`config.mk`:
```
export PLATFORM = sky130hd
export DESIGN_NAME = sentinel_delimited_frame_receiver_unit
export DESIGN_NICKNAME = d
export VERILOG_FILES = /design/src/hw/rtl/sdfr_pkg.sv /design/src/hw/rtl/sdfr_cfg_regs.sv /design/src/hw/rtl/sdfr_frame_core.sv /design/src/hw/rtl/sentinel_delimited_frame_receiver_unit.sv
export SDC_FILE = /design/constraint.sdc
export NUM_CORES = 1
export LEC_CHECK = 0
export BUFFER_PORTS_ARGS = -buffer_cell sky130_fd_sc_hd__buf_2
export CORE_MARGIN = 5
export CORE_UTILIZATION = 47
export DETAILED_ROUTE_END_ITERATION = 7
export PLACE_DENSITY = 0.69
export SLEW_MARGIN = 15
export SYNTH_ARGS = -nofsm -noshare
export SYNTH_HDL_FRONTEND = slang
export SYNTH_SLANG_ARGS = --single-unit
```
`constraint.sdc`:
```
create_clock -name clk -period 4 [get_ports clk]
set_clock_uncertainty 0.1 [all_clocks]
set_input_delay 0.8 -clock clk [delete_from_list [all_inputs] [get_ports clk]]
set_output_delay 0.8 -clock clk [all_outputs]
set_load 0.05 [all_outputs]
```
`src/hw/rtl/sdfr_pkg.sv`:
```
`timescale 1ns / 1ps
`default_nettype none

package sdfr_pkg;

  // Widths fixed by the register map and the result fields.
  localparam int unsigned BYTE_W      = 8;
  localparam int unsigned COUNT_W     = 7;
  localparam int unsigned LEN_W       = 3;
  localparam int unsigned PATTERN_W   = 32;
  localparam int unsigned INDEX_OUT_W = 6;
  localparam int unsigned CFG_INDEX_W = 8;
  localparam int unsigned CFG_DATA_W  = 32;

  // Configuration register indexes.
  localparam logic [CFG_INDEX_W-1:0] REG_SENTINEL_LENGTH  = 8'd0;
  localparam logic [CFG_INDEX_W-1:0] REG_SENTINEL_PATTERN = 8'd1;
  localparam logic [CFG_INDEX_W-1:0] REG_FRAME_CAPACITY   = 8'd2;

  // Register reset values.
  localparam logic [LEN_W-1:0]     SENTINEL_LENGTH_RST  = 3'd4;
  localparam logic [PATTERN_W-1:0] SENTINEL_PATTERN_RST = 32'hFFFF_FFFF;
  localparam logic [COUNT_W-1:0]   FRAME_CAPACITY_RST   = 7'd64;

  // Raw configuration as written by software.
  typedef struct packed {
    logic [LEN_W-1:0]     sentinel_length;
    logic [PATTERN_W-1:0] sentinel_pattern;
    logic [COUNT_W-1:0]   frame_capacity;
  } cfg_t;

  // One result of the frame core.
  typedef struct packed {
    logic                   stored;
    logic [INDEX_OUT_W-1:0] store_index;
    logic [BYTE_W-1:0]      stored_byte;
    logic                   frame_end;
    logic [INDEX_OUT_W-1:0] payload_length;
    logic                   overflow;
  } result_t;

  // Sentinel byte counted from the end; bytes beyond the pattern read as zero.
  function automatic logic [BYTE_W-1:0] sentinel_byte(logic [PATTERN_W-1:0] pattern,
                                                      int unsigned back);
    logic [PATTERN_W-1:0] shifted;
    shifted = pattern >> (BYTE_W * back);
    return shifted[BYTE_W-1:0];
  endfunction

endpackage

`default_nettype wire

```
`src/hw/rtl/sdfr_cfg_regs.sv`:
```
`timescale 1ns / 1ps
`default_nettype none

module sdfr_cfg_regs (
  input  wire logic                           clk,
  input  wire logic                           rst,
  input  wire logic                           cfg_valid,
  input  wire logic [sdfr_pkg::CFG_INDEX_W-1:0] cfg_index,
  input  wire logic [sdfr_pkg::CFG_DATA_W-1:0]  cfg_data,
  output sdfr_pkg::cfg_t                      cfg
);
  import sdfr_pkg::*;

  cfg_t regs;

  // Register writes; an index beyond the map is ignored.
  always_ff @(posedge clk) begin
    if (rst) begin
      regs.sentinel_length  <= SENTINEL_LENGTH_RST;
      regs.sentinel_pattern <= SENTINEL_PATTERN_RST;
      regs.frame_capacity   <= FRAME_CAPACITY_RST;
    end else if (cfg_valid) begin
      case (cfg_index)
        REG_SENTINEL_LENGTH:  regs.sentinel_length  <= cfg_data[LEN_W-1:0];
        REG_SENTINEL_PATTERN: regs.sentinel_pattern <= cfg_data[PATTERN_W-1:0];
        REG_FRAME_CAPACITY:   regs.frame_capacity   <= cfg_data[COUNT_W-1:0];
        default: begin
        end
      endcase
    end
  end

  assign cfg = regs;

endmodule

`default_nettype wire

```
`src/hw/rtl/sdfr_frame_core.sv`:
```
`timescale 1ns / 1ps
`default_nettype none

module sdfr_frame_core #(
  parameter int unsigned BUFFER_DEPTH = 64,
  parameter int unsigned MAX_SENTINEL = 4
) (
  input  wire logic                      clk,
  input  wire logic                      rst,
  input  wire sdfr_pkg::cfg_t            cfg,
  input  wire logic                      step,
  input  wire logic [sdfr_pkg::BYTE_W-1:0] rx_byte,
  output sdfr_pkg::result_t              result
);
  import sdfr_pkg::*;

  localparam int unsigned AW    = $clog2(BUFFER_DEPTH);
  localparam int unsigned CMP_W = $clog2(BUFFER_DEPTH + (1 << COUNT_W));
  localparam int unsigned SL_W  = $clog2(MAX_SENTINEL + (1 << LEN_W));

  logic [COUNT_W-1:0] frame_count;
  logic [COUNT_W-1:0] frame_count_next;
  logic [BYTE_W-1:0]  recent_bytes [MAX_SENTINEL];
  logic [BYTE_W-1:0]  recent_next  [MAX_SENTINEL];
  logic [BYTE_W-1:0]  frame_store  [BUFFER_DEPTH];

  logic [COUNT_W-1:0] cap_eff;
  logic [LEN_W-1:0]   len_eff;
  logic               full;
  logic [COUNT_W-1:0] count_inc;
  logic               match;
  logic [AW-1:0]      store_addr;

  // Effective capacity and sentinel length after saturation; a zero length counts as one.
  always_comb begin
    if (CMP_W'(cfg.frame_capacity) > CMP_W'(BUFFER_DEPTH)) begin
      cap_eff = COUNT_W'(BUFFER_DEPTH);
    end else begin
      cap_eff = cfg.frame_capacity;
    end
    if (cfg.sentinel_length == '0) begin
      len_eff = LEN_W'(1);
    end else if (SL_W'(cfg.sentinel_length) > SL_W'(MAX_SENTINEL)) begin
      len_eff = LEN_W'(MAX_SENTINEL);
    end else begin
      len_eff = cfg.sentinel_length;
    end
  end

  // Byte history after this byte, newest first.
  always_comb begin
    recent_next[0] = rx_byte;
    for (int i = 1; i < MAX_SENTINEL; i++) begin
      recent_next[i] = recent_bytes[i-1];
    end
  end

  // Parallel sentinel match over the newest bytes of the frame.
  always_comb begin
    match = 1'b1;
    for (int i = 0; i < MAX_SENTINEL; i++) begin
      if ((LEN_W + 1)'(i) < (LEN_W + 1)'(len_eff) &&
          recent_next[i] != sentinel_byte(cfg.sentinel_pattern, i)) begin
        match = 1'b0;
      end
    end
  end

  // Result and next count for the byte at hand.
  always_comb begin
    full       = frame_count >= cap_eff;
    count_inc  = frame_count + COUNT_W'(1);
    store_addr = AW'(frame_count);
    result     = '0;
    if (full) begin
      result.overflow  = 1'b1;
      frame_count_next = '0;
    end else begin
      result.stored      = 1'b1;
      result.store_index = frame_count[INDEX_OUT_W-1:0];
      result.stored_byte = rx_byte;
      frame_count_next   = count_inc;
      if (count_inc >= COUNT_W'(len_eff) && match) begin
        result.frame_end      = 1'b1;
        result.payload_length = INDEX_OUT_W'(count_inc - COUNT_W'(len_eff));
        frame_count_next      = '0;
      end
    end
  end

  // Frame state advances once per processed byte.
  always_ff @(posedge clk) begin
    if (rst) begin
      frame_count <= '0;
      for (int i = 0; i < MAX_SENTINEL; i++) begin
        recent_bytes[i] <= '0;
      end
    end else if (step) begin
      frame_count <= frame_count_next;
      if (!full) begin
        for (int i = 0; i < MAX_SENTINEL; i++) begin
          recent_bytes[i] <= recent_next[i];
        end
      end
    end
  end

  // Frame buffer write port.
  always_ff @(posedge clk) begin
    if (step && !full) begin
      frame_store[store_addr] <= rx_byte;
    end
  end

endmodule

`default_nettype wire

```
`src/hw/rtl/sentinel_delimited_frame_receiver_unit.sv`:
```
// Sentinel-delimited frame receiver.
// Input channel (in_valid/in_ready, rx_byte) takes one received byte per
// transaction. Each byte yields exactly one result transaction on the output
// channel (out_valid/out_ready): whether and where the byte was stored, a
// frame end flag with the payload length, and an overflow flag.
// The configuration channel (cfg_valid/cfg_ready, cfg_index, cfg_data) writes
// sentinel length, sentinel pattern and frame capacity; it is always ready and
// should be used only while no byte is in flight.
// An accepted byte passes one input register stage, then the sentinel compare
// and count update into the result register. Throughput is one byte per cycle
// while the output side accepts results, set by the combinational compare and
// the single write port of the frame buffer.
// When the output side stalls, both stages hold and in_ready drops once the
// input stage is occupied; no transaction is lost or repeated.
// Reset clears both stages, the frame count and the byte history, and loads
// the register defaults (length 4, pattern all ones, capacity 64). The frame
// buffer contents are not cleared.
`timescale 1ns / 1ps
`default_nettype none

module sentinel_delimited_frame_receiver_unit #(
  parameter int unsigned BUFFER_DEPTH = 64,
  parameter int unsigned MAX_SENTINEL = 4
) (
  input  wire logic                             clk,
  input  wire logic                             rst,
  input  wire logic                             cfg_valid,
  output logic                                  cfg_ready,
  input  wire logic [sdfr_pkg::CFG_INDEX_W-1:0] cfg_index,
  input  wire logic [sdfr_pkg::CFG_DATA_W-1:0]  cfg_data,
  input  wire logic                             in_valid,
  output logic                                  in_ready,
  input  wire logic [sdfr_pkg::BYTE_W-1:0]      rx_byte,
  output logic                                  out_valid,
  input  wire logic                             out_ready,
  output logic                                  stored,
  output logic [sdfr_pkg::INDEX_OUT_W-1:0]      store_index,
  output logic [sdfr_pkg::BYTE_W-1:0]           stored_byte,
  output logic                                  frame_end,
  output logic [sdfr_pkg::INDEX_OUT_W-1:0]      payload_length,
  output logic                                  overflow
);
  import sdfr_pkg::*;

  cfg_t              cfg;
  result_t           core_result;
  result_t           out_result;
  logic              s1_valid;
  logic [BYTE_W-1:0] s1_byte;
  logic              out_open;
  logic              s1_advance;

  // Configuration registers accept a write in every cycle.
  assign cfg_ready = 1'b1;

  sdfr_cfg_regs u_cfg_regs (
    .clk       (clk),
    .rst       (rst),
    .cfg_valid (cfg_valid),
    .cfg_index (cfg_index),
    .cfg_data  (cfg_data),
    .cfg       (cfg)
  );

  // Pipeline flow control.
  assign out_open   = !out_valid || out_ready;
  assign s1_advance = s1_valid && out_open;
  assign in_ready   = !s1_valid || s1_advance;

  // Input register stage.
  always_ff @(posedge clk) begin
    if (rst) begin
      s1_valid <= 1'b0;
    end else if (in_ready) begin
      s1_valid <= in_valid;
    end
  end

  always_ff @(posedge clk) begin
    if (in_valid && in_ready) begin
      s1_byte <= rx_byte;
    end
  end

  sdfr_frame_core #(
    .BUFFER_DEPTH (BUFFER_DEPTH),
    .MAX_SENTINEL (MAX_SENTINEL)
  ) u_frame_core (
    .clk     (clk),
    .rst     (rst),
    .cfg     (cfg),
    .step    (s1_advance),
    .rx_byte (s1_byte),
    .result  (core_result)
  );

  // Result register stage.
  always_ff @(posedge clk) begin
    if (rst) begin
      out_valid <= 1'b0;
    end else if (out_open) begin
      out_valid <= s1_valid;
    end
  end

  always_ff @(posedge clk) begin
    if (s1_advance) begin
      out_result <= core_result;
    end
  end

  assign stored         = out_result.stored;
  assign store_index    = out_result.store_index;
  assign stored_byte    = out_result.stored_byte;
  assign frame_end      = out_result.frame_end;
  assign payload_length = out_result.payload_length;
  assign overflow       = out_result.overflow;

endmodule

`default_nettype wire

```
==> impl_results.html, run 1 <==
<table>
<tr><th>Metric</th><th>Value</th></tr>
<tr><th colspan="2">Die</th></tr>
<tr><td># IOs</td><td>79</td></tr>
<tr><td>Width of the chip</td><td>109.6 microns</td></tr>
<tr><td>Initial core utilization</td><td>47.94%</td></tr>
<tr><td>Overall die height</td><td>109.6 microns</td></tr>
<tr><td>Placeable core region</td><td>9729 sq um</td></tr>
<tr><td>Number of placement rows</td><td>36</td></tr>
<tr><td>Total Die Area</td><td>12020 sq um</td></tr>
<tr><th colspan="2">Route</th></tr>
<tr><td>Top routing layer in use</td><td>met4</td></tr>
<tr><td>Met3 Routed Length</td><td>547 microns</td></tr>
<tr><td>Total iterations of the first detailed-routing run</td><td>4</td></tr>
<tr><td>Number of vias after detailed routing</td><td>3038</td></tr>
<tr><td>Antenna-violating nets left</td><td>0</td></tr>
<tr><td>Detailed-route wire length per cell</td><td>14.38 microns</td></tr>
<tr><td>Post-Route WL</td><td>8901 microns</td></tr>
<tr><td>Met2 WL post-DR</td><td>3993 microns</td></tr>
<tr><td>Via density per instance</td><td>4.908</td></tr>
<tr><td>Number of DRC markers after the initial detailed-route iteration</td><td>169</td></tr>
<tr><td>M1 WL</td><td>4269 microns</td></tr>
<tr><td>DRC violation count after routing</td><td>0</td></tr>
<tr><th colspan="2">Yosys</th></tr>
<tr><td>Share of synthesized cell area in full adder, half adder and majority cells</td><td>3.380%</td></tr>
<tr><td>Mapped Area</td><td>4664 sq um</td></tr>
<tr><td>Avg Inst Size Synth</td><td>11.55 sq um</td></tr>
<tr><td>Post-synthesis register bit count</td><td>106</td></tr>
<tr><td>Area share of xor/xnor cells in the synthesized design</td><td>7.698%</td></tr>
<tr><td>Post-synthesis net count</td><td>469</td></tr>
<tr><td>Number of cells produced by synthesis</td><td>404</td></tr>
<tr><td>Distinct cells, synth</td><td>41</td></tr>
<tr><td>Main combinational cell family by area after synthesis</td><td>simple AND/OR/NAND/NOR gates</td></tr>
<tr><td>Top post-synthesis cells by area</td><td>edfxtp_1, dfxtp_1, xnor2_1</td></tr>
<tr><td>Simple logic cell fraction of the synthesized area</td><td>17.46%</td></tr>
<tr><td>Count of warnings emitted by yosys</td><td>0</td></tr>
<tr><td>Area share of the leading cell type in the synthesized netlist</td><td>35.41%</td></tr>
<tr><td>Share of cell area taken by muxes after synthesis</td><td>4.721%</td></tr>
<tr><td>Area leader, netlist</td><td>edfxtp_1</td></tr>
<tr><td>Seq/Total Area, Yosys</td><td>57.30%</td></tr>
<tr><td>Compound-cell area share of the yosys netlist</td><td>6.733%</td></tr>
<tr><th colspan="2">Timing</th></tr>
<tr><td>Rel. slew slack</td><td>53.44%</td></tr>
<tr><td>Unrepaired setup endpoints after global routing</td><td>no</td></tr>
<tr><td>Setup WS post-layout</td><td>1.078 ns</td></tr>
<tr><td>Final Setup Violations</td><td>0</td></tr>
<tr><td>Hold violation total from the final report</td><td>0</td></tr>
<tr><td>Max Slew Vio Count</td><td>0</td></tr>
<tr><td>Crit share post-route</td><td>73.05%</td></tr>
<tr><td>Slew at the pin closest to its max-slew limit</td><td>0.6930 ns</td></tr>
<tr><td>Highest clock frequency the design can meet</td><td>342.2 MHz</td></tr>
<tr><td>Setup tns final</td><td>0 ns</td></tr>
<tr><td>Fin crit period</td><td>2.922 ns</td></tr>
<tr><th colspan="2">GRT</th></tr>
<tr><td>Maximum number of pins on one net before global-route repair</td><td>51</td></tr>
<tr><td>Antenna violations before repair</td><td>0</td></tr>
<tr><td>Overflow after GRT</td><td>0</td></tr>
<tr><td>First-pass GRT wire length</td><td>14190 microns</td></tr>
<tr><td>Gr usage total</td><td>15.51%</td></tr>
<tr><td>Via count of the first global-routing pass</td><td>2924</td></tr>
<tr><th colspan="2">Cells and area</th></tr>
<tr><td>Layout filler cell count</td><td>886</td></tr>
<tr><td>Number of inserted diodes</td><td>0</td></tr>
<tr><td>Area occupied by multi-input gates</td><td>1878 sq um</td></tr>
<tr><td>Fraction of final layout cells with drive strength greater than 1</td><td>20.99%</td></tr>
<tr><td>Net total in the final layout</td><td>546</td></tr>
<tr><td>Commonest non-fill, non-tap cell in the layout</td><td>buf_2</td></tr>
<tr><td>Most used cells in the layout excluding fill and tap cells</td><td>buf_2, edfxtp_1, dfxtp_1</td></tr>
<tr><td>Fin area</td><td>5344 sq um</td></tr>
<tr><td>FF/Latch Area</td><td>2673 sq um</td></tr>
<tr><td>Area delta synth-&gt;final</td><td>14.57%</td></tr>
<tr><th colspan="2">Critical path</th></tr>
<tr><td>Data required time of the worst path</td><td>4.15 ns</td></tr>
<tr><td>Data arrival time of the critical path</td><td>3.08 ns</td></tr>
<tr><td>Kind of capture point of the worst setup path</td><td>flip-flop</td></tr>
<tr><td>Type of the worst setup path</td><td>flip-flop to flip-flop</td></tr>
<tr><td>Worst r2r src</td><td>u_frame_core.frame_count[0]</td></tr>
<tr><td>Crit path from</td><td>u_frame_core.frame_count[0]</td></tr>
<tr><td>CP delay by family, top</td><td>compound AO/OA/AOI/OAI gates</td></tr>
<tr><td>Type of origin of the critical path</td><td>flip-flop</td></tr>
<tr><td>Delay of the slowest cell on the worst path</td><td>0.61 ns</td></tr>
<tr><td>Library cell contributing the largest single delay on the critical path</td><td>a211oi_4</td></tr>
<tr><td>Maximum fanout along the worst path</td><td>17</td></tr>
<tr><td>Number of buffers and inverters on the critical path</td><td>3</td></tr>
<tr><td>Ordered cell list for the critical path</td><td>inv_1 -&gt; ha_1 -&gt; nand2b_1 -&gt; a211o_1 -&gt; a211oi_4 -&gt; inv_2 -&gt; or3_1 -&gt; clkinv_2 -&gt; and2_1</td></tr>
<tr><th colspan="2">Outcome</th></tr>
<tr><td>Status</td><td>completed</td></tr>
<tr><th colspan="2">Placement</th></tr>
<tr><td>Pre-CTS setup slack</td><td>1.099 ns</td></tr>
<tr><td>Count of buffers inserted at the top-level ports</td><td>77</td></tr>
<tr><td>Area of placed instances</td><td>5175 sq um</td></tr>
<tr><td>Estimated wirelength of the detail-placed design</td><td>6548 microns</td></tr>
<tr><td>GP Congestion</td><td>0.8483</td></tr>
<tr><th colspan="2">CTS</th></tr>
<tr><td>CTS max path bufs</td><td>2</td></tr>
<tr><td>Clock net sink count</td><td>106</td></tr>
<tr><td>H-Tree Depth</td><td>3</td></tr>
<tr><td>Post_cts resized</td><td>0</td></tr>
<tr><td>Clock transition at the register clock pins on the worst setup and hold paths after CTS</td><td>0.11 ns</td></tr>
<tr><td>Insertion delay to the later sink of the worst-skew pair</td><td>0.37 ns</td></tr>
<tr><td>TritonCTS clock tree</td><td>built</td></tr>
<tr><td>Number of buffers created by CTS</td><td>9</td></tr>
<tr><td>Post-CTS setup repair buffer count</td><td>0</td></tr>
<tr><td>Cell chosen for the clock root</td><td>clkbuf_8</td></tr>
<tr><td>Number of buffers added to fix hold violations after cts</td><td>0</td></tr>
<tr><th colspan="2">Power and ir drop</th></tr>
<tr><td>Peak supply drop</td><td>0.0001931 V</td></tr>
<tr><td>Power density over cell area</td><td>361.5 nW/um^2</td></tr>
<tr><td>Static Leak</td><td>2.066 nW</td></tr>
<tr><th colspan="2">Hold path</th></tr>
<tr><td>Worst Hold Launch</td><td>u_cfg_regs.cfg[6]</td></tr>
<tr><td>HP Class</td><td>flip-flop to flip-flop</td></tr>
<tr><th colspan="2">Job</th></tr>
<tr><td>Max Cap Violations</td><td>0</td></tr>
</table>
==> path summary, 6_finish.rpt <==
| kind | end | slack (ns) | cells after the start |
|---|---|---|---|
| worst max-delay path | payload_length[1] | 1.08 | 9 |
| worst min-delay path | u_cfg_regs.cfg[6] | 0.41 | 1 |
| worst max register to register | payload_length[1] | 1.08 | 9 |
| worst min register to register | u_cfg_regs.cfg[6] | 0.41 | 1 |
==> sequential cells by signal (all words and copies together), names as in the netlist <==
name and count:
frame_end 1, out_valid 1, overflow 1, payload_length 6, s1_byte 8, s1_valid 1, store_index 6, stored 1
stored_byte 8, u_cfg_regs.cfg 42, u_frame_core.frame_count 7, u_frame_core.recent_bytes 24
==> metal layers <==
layer / track usage, % / vias to the layer above
met4: 5.343 / 0
met2: 23.93 / 86
met5: 0 / -
met3: 3.876 / 7
met1: 21.34 / 1395
li1: - / 1550
==> kinds of logic after synthesis <==
group | count (synthesis)
AOI/OAI and AO/OA | 41
muxes | 22
other | 1
DFF | 106
adders and majority gates | 12
and+or+nand+nor | 156
buffers and inverters | 25
xor gates and xnor gates | 41
==> final cells by class <==
cell class	count	share of cell area, %
sequential	106	50.01
multi-input combinational	273	35.14
timing repair buffer	82	7.914
tap	133	3.114
clock buffer	9	2.318
clock inverter	7	0.8429
inverter	9	0.6556
==> where the power goes <==
group          switching, mW  internal, mW  total, mW
clock network          0.362         0.224      0.586
registers             0.0193          1.18       1.20
logic                 0.0943        0.0539      0.148
==> through the flow <==
step	hold slack (ns)	total power, mW	cells	util, %
finish	0.4051	1.932	619	54.93
global route	0.4259	2.009	619	54.93
CTS	0.4081	1.952	619	54.93
detailed placement	0.3842	1.372	603	53.19
global placement	0.3711	1.368	603	53.19
floorplan	0.3553	1.313	404	-
==> cell usage after synthesis <==
cell type	n
nand3_1	5
dfxtp_1	51
o22ai_1	1
conb_1	1
nor2_1	27
o211ai_1	2
or2_2	1
buf_4	3
o21ai_0	9
a22o_1	1
nand4_1	8
nor2b_1	24
fa_1	1
nand2b_1	2
nor3_1	1
nand2_1	40
edfxtp_1	55
buf_6	1
o221ai_1	1
or3_1	1
nand3b_1	1
clkbuf_2	1
clkbuf_1	5
xnor2_1	32
and3_1	2
nor4_1	2
a41o_1	1
and4_1	1
and2_1	39
nor3b_2	1
clkinv_2	1
a211oi_4	1
mux2i_1	22
inv_2	1
a211o_1	20
inv_1	7
buf_2	6
a21oi_1	5
and4b_1	1
xor2_1	9
ha_1	11
(Power assumes the default switching activity.)
==> run 2: changes to the inputs <==
==> constraint.sdc (replaced) <==
create_clock -name clk -period 2.95 [get_ports clk]
set_clock_uncertainty 0.1 [all_clocks]
set_input_delay 0.59 -clock clk [delete_from_list [all_inputs] [get_ports clk]]
set_output_delay 0.59 -clock clk [all_outputs]
set_load 0.05 [all_outputs]
==> run 2 against run 1 <==
Compared with the run above:
- final cell count increased by 0.81%
- critical path depth up 1
- count of clock-buffer cells in the layout increased by 2
- clock power is 35% higher
- routed wire length grew 0.84%
- critical path type unchanged
==> impl_results.html, run 2 (same netlist as run 1, synthesis figures left out) <==
<table>
<tr><th>Metric</th><th>Value</th></tr>
<tr><th colspan="2">Outcome</th></tr>
<tr><td>Status</td><td>completed</td></tr>
<tr><th colspan="2">Timing</th></tr>
<tr><td>Setup tns final</td><td>0 ns (unchanged)</td></tr>
<tr><td>Setup WS post-layout</td><td>0.1806 ns (-0.8972 ns)</td></tr>
<tr><td>Worst-case hold slack</td><td>0.3065 ns (-0.09859 ns)</td></tr>
<tr><td>Final Setup Violations</td><td>0 (unchanged)</td></tr>
<tr><td>Rel. slew slack</td><td>66.61% (+13 points)</td></tr>
<tr><td>Fin crit period</td><td>2.769 ns (-0.1528 ns)</td></tr>
<tr><td>Highest clock frequency the design can meet</td><td>361.1 MHz (+5.5%)</td></tr>
<tr><td>Unrepaired setup endpoints after global routing</td><td>no</td></tr>
<tr><td>Hold violation total from the final report</td><td>0 (unchanged)</td></tr>
<tr><td>Slew at the pin closest to its max-slew limit</td><td>0.4985 ns (-0.1945 ns)</td></tr>
<tr><td>Crit share post-route</td><td>93.88% (+21 points)</td></tr>
<tr><td>Max Slew Vio Count</td><td>0 (unchanged)</td></tr>
<tr><th colspan="2">Die</th></tr>
<tr><td>Width of the chip</td><td>109.6 microns (unchanged)</td></tr>
<tr><td># IOs</td><td>79 (unchanged)</td></tr>
<tr><td>Overall die height</td><td>109.6 microns (unchanged)</td></tr>
<tr><td>Initial core utilization</td><td>47.94% (unchanged)</td></tr>
<tr><td>Placeable core region</td><td>9729 sq um (unchanged)</td></tr>
<tr><td>Total Die Area</td><td>12020 sq um (unchanged)</td></tr>
<tr><td>Number of placement rows</td><td>36 (unchanged)</td></tr>
<tr><th colspan="2">Cells and area</th></tr>
<tr><td>Number of standard cells in the layout, taps in and fillers out</td><td>624 (+0.81%)</td></tr>
<tr><td>Area delta synth-&gt;final</td><td>16.01%</td></tr>
<tr><td>Fraction of final layout cells with drive strength greater than 1</td><td>22.00% (+1.0 points)</td></tr>
<tr><td>Most used cells in the layout excluding fill and tap cells</td><td>buf_2, edfxtp_1, dfxtp_1</td></tr>
<tr><td>Fin area</td><td>5411 sq um (+1.3%)</td></tr>
<tr><td>FF/Latch Area</td><td>2673 sq um (unchanged)</td></tr>
<tr><td>Layout filler cell count</td><td>875 (-1.2%)</td></tr>
<tr><td>Area occupied by multi-input gates</td><td>1883 sq um (+0.27%)</td></tr>
<tr><td>Largest register FFs</td><td>42 (unchanged)</td></tr>
<tr><td>Post-layout util</td><td>55.62% (+0.69 points)</td></tr>
<tr><td>Number of inserted diodes</td><td>0 (unchanged)</td></tr>
<tr><td>Commonest non-fill, non-tap cell in the layout</td><td>buf_2</td></tr>
<tr><td>Net total in the final layout</td><td>551 (+0.92%)</td></tr>
<tr><th colspan="2">Placement</th></tr>
<tr><td>Count of buffers inserted at the top-level ports</td><td>77 (unchanged)</td></tr>
<tr><td>Area of placed instances</td><td>5238 sq um (+1.2%)</td></tr>
<tr><td>Count of placed standard cells including taps</td><td>608 (+0.83%)</td></tr>
<tr><td>Estimated wirelength of the detail-placed design</td><td>6725 microns (+2.7%)</td></tr>
<tr><td>GP Congestion</td><td>0.7928 (-6.5%)</td></tr>
<tr><td>Pre-CTS setup slack</td><td>0.1281 ns (-0.9705 ns)</td></tr>
<tr><th colspan="2">GRT</th></tr>
<tr><td>Gr usage total</td><td>15.80% (+0.29 points)</td></tr>
<tr><td>Via count of the first global-routing pass</td><td>3033 (+3.7%)</td></tr>
<tr><td>Antenna violations before repair</td><td>0 (unchanged)</td></tr>
<tr><td>Maximum number of pins on one net before global-route repair</td><td>51 (unchanged)</td></tr>
<tr><td>Met3 Track Usage GR</td><td>2.819% (-1.1 points)</td></tr>
<tr><td>Fraction of met2 tracks used by global routing</td><td>25.11% (+1.2 points)</td></tr>
<tr><td>Overflow after GRT</td><td>0 (unchanged)</td></tr>
<tr><td>GR met1 Demand/Resource</td><td>21.75% (+0.40 points)</td></tr>
<tr><td>First-pass GRT wire length</td><td>14560 microns (+2.6%)</td></tr>
<tr><td>Most crowded layer after global routing</td><td>met2</td></tr>
<tr><th colspan="2">Critical path</th></tr>
<tr><td>Worst flop-to-flop path endpoint</td><td>payload_length[1]</td></tr>
<tr><td>Worst Reg-to-Reg Cells</td><td>10 (+1)</td></tr>
<tr><td>Kind of capture point of the worst setup path</td><td>flip-flop</td></tr>
<tr><td>Minimum setup slack among reg-to-reg paths</td><td>0.18 ns (-0.90 ns)</td></tr>
<tr><td>Worst setup path endpoint</td><td>payload_length[1]</td></tr>
<tr><td>Data required time of the worst path</td><td>3.08 ns (-1.07 ns)</td></tr>
<tr><td>Maximum fanout along the worst path</td><td>7 (-10)</td></tr>
<tr><td>Type of origin of the critical path</td><td>flip-flop</td></tr>
<tr><td>Worst r2r src</td><td>u_frame_core.frame_count[0]</td></tr>
<tr><td>Type of the worst setup path</td><td>flip-flop to flip-flop</td></tr>
<tr><td>Crit path from</td><td>u_frame_core.frame_count[0]</td></tr>
<tr><td>Data arrival time of the critical path</td><td>2.90 ns (-0.18 ns)</td></tr>
<tr><th colspan="2">Power and ir drop</th></tr>
<tr><td>Combinational share of power</td><td>7.9% (+0.2 points)</td></tr>
<tr><td>Sequential power share</td><td>62.0% (about the same)</td></tr>
<tr><td>Peak supply drop</td><td>0.0002513 V (+30%)</td></tr>
<tr><td>Power density over cell area</td><td>484.0 nW/um^2 (+34%)</td></tr>
<tr><td>Sw Ratio</td><td>24.07% (-0.54 points)</td></tr>
<tr><td>Switching power</td><td>0.6303 mW (+33%)</td></tr>
<tr><td>Power Internal</td><td>1.989 mW (+37%)</td></tr>
<tr><td>Power Total</td><td>2.619 mW (+36%)</td></tr>
<tr><td>Static Leak</td><td>2.108 nW (+2.0%)</td></tr>
<tr><td>Clk network pwr share</td><td>30.1% (-0.2 points)</td></tr>
<tr><th colspan="2">CTS</th></tr>
<tr><td>CTS max path bufs</td><td>2 (unchanged)</td></tr>
<tr><td>Insertion delay to the later sink of the worst-skew pair</td><td>0.35 ns (-0.02 ns)</td></tr>
<tr><td>Clock transition at the register clock pins on the worst setup and hold paths after CTS</td><td>0.10 ns (about the same)</td></tr>
<tr><td>Cell chosen for the clock root</td><td>clkbuf_8</td></tr>
<tr><td>H-Tree Depth</td><td>3 (unchanged)</td></tr>
<tr><td>Post_cts resized</td><td>0 (unchanged)</td></tr>
<tr><td>Post-CTS setup repair buffer count</td><td>0 (unchanged)</td></tr>
<tr><td>Number of buffers added to fix hold violations after cts</td><td>0 (unchanged)</td></tr>
<tr><td>Clock net sink count</td><td>106 (unchanged)</td></tr>
<tr><td>TritonCTS clock tree</td><td>built</td></tr>
<tr><td>Number of buffers created by CTS</td><td>9 (unchanged)</td></tr>
<tr><th colspan="2">Route</th></tr>
<tr><td>Detailed-route wire length per cell</td><td>14.38 microns (about the same)</td></tr>
<tr><td>Post-Route WL</td><td>8976 microns (+0.84%)</td></tr>
<tr><td>Via density per instance</td><td>4.918 (+0.21%)</td></tr>
<tr><td>DRC violation count after routing</td><td>0 (unchanged)</td></tr>
<tr><td>Number of DRC markers after the initial detailed-route iteration</td><td>115 (-32%)</td></tr>
<tr><td>Number of vias after detailed routing</td><td>3069 (+1.0%)</td></tr>
<tr><td>Antenna-violating nets left</td><td>0 (unchanged)</td></tr>
<tr><td>Total iterations of the first detailed-routing run</td><td>4 (unchanged)</td></tr>
<tr><th colspan="2">Job</th></tr>
<tr><td>Max Cap Violations</td><td>0 (unchanged)</td></tr>
<tr><th colspan="2">Hold path</th></tr>
<tr><td>HP Class</td><td>input port to flip-flop</td></tr>
<tr><td>Worst Hold Launch</td><td>rx_byte[4]</td></tr>
</table>
[run 2: cell types whose count changed in the layout (fill, tap and decap cells not counted), sizes merged]
cell | before | now
buf | 82 | 87
clkbuf | 9 | 11
clkinv | 5 | 4
clkinvlp | 2 | 0
inv | 9 | 10
[run 2: worst min-delay path by stage]
stage | endpoint | slack [ns] | depth (start not counted)
after CTS | s1_byte[1] | 0.29 | 1
after floorplan | u_cfg_regs.cfg[0] | 0.36 | 2
final | s1_byte[4] | 0.31 | 1
after detailed placement | u_cfg_regs.cfg[35] | 0.38 | 2
after global placement | u_cfg_regs.cfg[0] | 0.37 | 2
after global routing | s1_byte[4] | 0.28 | 1
[run 2: worst max-delay path, cell delays in order (launching register included)]
cell and delay (ns):
dfxtp_1 0.38, ha_1 0.27, nor2b_1 0.15, or2_2 0.29
ha_1 0.35, o21ai_0 0.15, nand3b_1 0.15, and4b_1 0.23
or3_4 0.41, clkinv_2 0.06, and2_1 0.11
[run 2: area by class of cell]
class                           instances  share of cell area [%]
Tap cell                              133                   3.075
Timing Repair Buffer                   87                   8.971
Inverter                                9                  0.6474
Sequential cell                       106                   49.39
Clock inverter                          5                  0.6936
Clock buffer                           11                   2.428
Multi-Input combinational cell        273                   34.80
[run 2: routing by layer]
layer / share of wire (%) / vias to the layer above
met1: 47 / 1420
met2: 46 / 82
li1: - / 1561
met5: 0 / -
met3: 6.0 / 6
met4: 0.97 / 0
[run 2: power groups by stage]
stage          combinational (mW)  sequential, mW  clock (mW)
3_3_place_gp                0.206            1.66           0
5_1_grt                     0.225            1.63       0.875
3_5_place_dp                0.209            1.66           0
6_report                    0.207            1.62       0.789
2_1_floorplan              0.0821            1.70           0
4_1_cts                     0.210            1.62       0.820
==> run 3: changes to the inputs <==
--- a/config.mk
+++ b/config.mk
@@ -7,9 +7,9 @@
 export LEC_CHECK = 0
 export BUFFER_PORTS_ARGS = -buffer_cell sky130_fd_sc_hd__buf_2
 export CORE_MARGIN = 5
-export CORE_UTILIZATION = 47
+export CORE_UTILIZATION = 56
 export DETAILED_ROUTE_END_ITERATION = 7
-export PLACE_DENSITY = 0.69
+export PLACE_DENSITY = 0.8
 export SLEW_MARGIN = 15
 export SYNTH_ARGS = -nofsm -noshare
 export SYNTH_HDL_FRONTEND = slang
==> constraint.sdc (replaced) <==
create_clock -name clk -period 2.95 [get_ports clk]
set_clock_uncertainty 0.1 [all_clocks]
set_input_delay 0.7375 -clock clk [delete_from_list [all_inputs] [get_ports clk]]
set_output_delay 0.7375 -clock clk [all_outputs]
set_load 0.05 [all_outputs]
==> run 3 against run 2 <==
Compared with the run above:
- hold slack better by 0.095 ns
- core utilization is 11 points higher
- non-clock buffer count is 1 higher
- critical path depth stayed put
- flip-flop and latch count stayed put
- fmax is 0.39% higher
- critical endpoint unchanged
- highest routed layer unchanged
==> impl_results.html, run 3 (same netlist as run 1, synthesis figures left out) <==
<table>
<tr><th>Metric</th><th>Value</th></tr>
<tr><th colspan="2">CTS</th></tr>
<tr><td>Number of buffers added to fix hold violations after cts</td><td>0 (unchanged)</td></tr>
<tr><td>H-Tree Depth</td><td>3 (unchanged)</td></tr>
<tr><td>Clock net sink count</td><td>106 (unchanged)</td></tr>
<tr><td>Clock transition at the register clock pins on the worst setup and hold paths after CTS</td><td>0.09 ns (about the same)</td></tr>
<tr><td>TritonCTS clock tree</td><td>built</td></tr>
<tr><td>Cell chosen for the clock root</td><td>clkbuf_8</td></tr>
<tr><td>Number of buffers created by CTS</td><td>9 (unchanged)</td></tr>
<tr><td>Post-CTS setup repair buffer count</td><td>0 (unchanged)</td></tr>
<tr><td>Insertion delay to the later sink of the worst-skew pair</td><td>0.36 ns (about the same)</td></tr>
<tr><td>CTS max path bufs</td><td>2 (unchanged)</td></tr>
<tr><th colspan="2">Outcome</th></tr>
<tr><td>Status</td><td>completed</td></tr>
<tr><th colspan="2">Power and ir drop</th></tr>
<tr><td>Static Leak</td><td>2.138 nW (+1.4%)</td></tr>
<tr><td>Peak supply drop</td><td>0.0003531 V (+41%)</td></tr>
<tr><td>Power Total</td><td>2.810 mW (+7.3%)</td></tr>
<tr><td>Power density over cell area</td><td>516.5 nW/um^2 (+6.7%)</td></tr>
<tr><th colspan="2">Route</th></tr>
<tr><td>Number of DRC markers after the initial detailed-route iteration</td><td>135 (+17%)</td></tr>
<tr><td>Via density per instance</td><td>5.149 (+4.7%)</td></tr>
<tr><td>Total iterations of the first detailed-routing run</td><td>4 (unchanged)</td></tr>
<tr><td>Number of vias after detailed routing</td><td>3074 (+0.16%)</td></tr>
<tr><td>Post-Route WL</td><td>8746 microns (-2.6%)</td></tr>
<tr><td>Antenna-violating nets left</td><td>0 (unchanged)</td></tr>
<tr><td>DRC violation count after routing</td><td>0 (unchanged)</td></tr>
<tr><td>Detailed-route wire length per cell</td><td>14.65 microns (+1.8%)</td></tr>
<tr><th colspan="2">Timing</th></tr>
<tr><td>Hold violation total from the final report</td><td>0 (unchanged)</td></tr>
<tr><td>Highest clock frequency the design can meet</td><td>362.5 MHz (+0.39%)</td></tr>
<tr><td>Fin crit period</td><td>2.759 ns (-0.01074 ns)</td></tr>
<tr><td>Crit share post-route</td><td>93.51% (-0.36 points)</td></tr>
<tr><td>Unrepaired setup endpoints after global routing</td><td>no</td></tr>
<tr><td>Slew at the pin closest to its max-slew limit</td><td>0.4958 ns (-0.002722 ns)</td></tr>
<tr><td>Rel. slew slack</td><td>66.82% (+0.21 points)</td></tr>
<tr><td>Setup WS post-layout</td><td>0.1913 ns (+0.01074 ns)</td></tr>
<tr><td>Setup tns final</td><td>0 ns (unchanged)</td></tr>
<tr><td>Final Setup Violations</td><td>0 (unchanged)</td></tr>
<tr><td>Max Slew Vio Count</td><td>0 (unchanged)</td></tr>
<tr><th colspan="2">GRT</th></tr>
<tr><td>Via count of the first global-routing pass</td><td>3092 (+1.9%)</td></tr>
<tr><td>Overflow after GRT</td><td>0 (unchanged)</td></tr>
<tr><td>Antenna violations before repair</td><td>0 (unchanged)</td></tr>
<tr><td>First-pass GRT wire length</td><td>14880 microns (+2.2%)</td></tr>
<tr><td>Maximum number of pins on one net before global-route repair</td><td>51 (unchanged)</td></tr>
<tr><td>Gr usage total</td><td>18.54% (+2.7 points)</td></tr>
<tr><th colspan="2">Cells and area</th></tr>
<tr><td>Number of standard cells in the layout, taps in and fillers out</td><td>597 (-4.3%)</td></tr>
<tr><td>Fraction of final layout cells with drive strength greater than 1</td><td>22.36% (+0.36 points)</td></tr>
<tr><td>Commonest non-fill, non-tap cell in the layout</td><td>buf_2</td></tr>
<tr><td>Largest register FFs</td><td>42 (unchanged)</td></tr>
<tr><td>Area delta synth-&gt;final</td><td>16.63%</td></tr>
<tr><td>Most used cells in the layout excluding fill and tap cells</td><td>buf_2, edfxtp_1, dfxtp_1</td></tr>
<tr><td>Number of inserted diodes</td><td>0 (unchanged)</td></tr>
<tr><td>Layout filler cell count</td><td>648 (-26%)</td></tr>
<tr><td>Net total in the final layout</td><td>552 (+0.18%)</td></tr>
<tr><th colspan="2">Critical path</th></tr>
<tr><td>Maximum fanout along the worst path</td><td>7 (unchanged)</td></tr>
<tr><td>Delay of the slowest cell on the worst path</td><td>0.37 ns (-0.04 ns)</td></tr>
<tr><td>Data arrival time of the critical path</td><td>2.78 ns (-0.12 ns)</td></tr>
<tr><td>Type of origin of the critical path</td><td>flip-flop</td></tr>
<tr><td>Kind of capture point of the worst setup path</td><td>flip-flop</td></tr>
<tr><td>Data required time of the worst path</td><td>2.97 ns (-0.11 ns)</td></tr>
<tr><td>Type of the worst setup path</td><td>flip-flop to flip-flop</td></tr>
<tr><td>Library cell contributing the largest single delay on the critical path</td><td>dfxtp_1</td></tr>
<tr><td>CP delay by family, top</td><td>simple AND/OR/NAND/NOR gates</td></tr>
<tr><td>Most Frequent Cell on Critical Path</td><td>ha_1</td></tr>
<tr><td>Number of buffers and inverters on the critical path</td><td>1 (unchanged)</td></tr>
<tr><td>Ordered cell list for the critical path</td><td>ha_1 -&gt; nor2b_1 -&gt; or2_2 -&gt; ha_1 -&gt; o21ai_0 -&gt; nand3b_1 -&gt; and4b_1 -&gt; or3_4 -&gt; clkinv_2 -&gt; and2_1</td></tr>
<tr><th colspan="2">Placement</th></tr>
<tr><td>Pre-CTS setup slack</td><td>0.1329 ns (+0.004741 ns)</td></tr>
<tr><td>GP Congestion</td><td>0.8344 (+5.2%)</td></tr>
<tr><td>Count of placed standard cells including taps</td><td>581 (-4.4%)</td></tr>
<tr><td>Estimated wirelength of the detail-placed design</td><td>6564 microns (-2.4%)</td></tr>
<tr><td>Count of buffers inserted at the top-level ports</td><td>77 (unchanged)</td></tr>
<tr><th colspan="2">Die</th></tr>
<tr><td>Number of placement rows</td><td>33 (-8.3%)</td></tr>
<tr><td>Total Die Area</td><td>10250 sq um (-15%)</td></tr>
<tr><td>Placeable core region</td><td>8175 sq um (-16%)</td></tr>
<tr><td>Overall die height</td><td>101.3 microns (-7.6%)</td></tr>
<tr><td># IOs</td><td>79 (unchanged)</td></tr>
<tr><td>Initial core utilization</td><td>57.06% (+9.1 points)</td></tr>
<tr><td>Width of the chip</td><td>101.3 microns (-7.6%)</td></tr>
<tr><th colspan="2">Job</th></tr>
<tr><td>Max Cap Violations</td><td>0 (unchanged)</td></tr>
<tr><th colspan="2">Hold path</th></tr>
<tr><td>HP Class</td><td>flip-flop to flip-flop</td></tr>
</table>
[run 3: cell count changes in the layout (fill, tap and decap cells not counted)]
cell and change:
buf_4 +1, bufinv_16 +2, clkbuf_1 -1, clkinv_2 -1
inv_4 -1, inv_8 +1
[run 3: power by group]
part | switching (mW) | internal [mW]
registers | 0.0262 | 1.60
logic | 0.129 | 0.0777
clock network | 0.489 | 0.491
[run 3: layer usage]
metal / GRT usage, % / up-vias / wire length [microns]
li1: - / 1563 / -
met1: 25.18 / 1421 / 4071
met2: 30.18 / 84 / 4112
met3: 3.237 / 6 / 459
met4: 6.339 / 0 / 102
met5: 0 / - / 0
[run 3: worst paths after layout]
path	start	end	slack [ns]	depth (start not counted)
setup / recovery	u_frame_core.frame_count[0]	payload_length[1]	0.19	10
hold / removal	u_cfg_regs.cfg[0]	u_cfg_regs.cfg[0]	0.40	2
setup reg to reg	u_frame_core.frame_count[0]	payload_length[1]	0.19	10
hold reg to reg	u_cfg_regs.cfg[0]	u_cfg_regs.cfg[0]	0.40	2
[run 3: what timing repair did]
| action | CTS | global route |
|---|---|---|
| setup endpoints to repair | 0 | 9 |
| hold endpoints to repair | 0 | 0 |
| resized for setup | 0 | 2 |
[run 3: layout make-up]
class	count	area, sq um	area share (%)
well taps	105	131.4	2.415
clock inverters	6	97.59	1.794
clock buffers	10	127.6	2.346
multi-input cells	273	1883	34.61
inverters	9	35.03	0.6440
flip-flops and latches	106	2673	49.13
repair buffers	88	493.0	9.062
[run 3: worst reg2reg max path: cells and delay by family (launching register included)]
kind	cells	cell delay, ns
AOI/OAI and AO/OA	1	0.14
DFF	1	0.37
adders and majority gates	2	0.62
and+or+nand+nor	6	1.24
buffers and inverters	1	0.05
[run 3: per-stage QoR]
step	hold slack [ns]	utilization (%)	instance area, sq um
5_1_grt	0.4290	66.54	5440
2_1_floorplan	0.3553	-	4667
3_3_place_gp	0.3717	63.73	5210
4_1_cts	0.4080	66.48	5435
6_report	0.4011	66.54	5440
3_5_place_dp	0.3769	63.73	5210
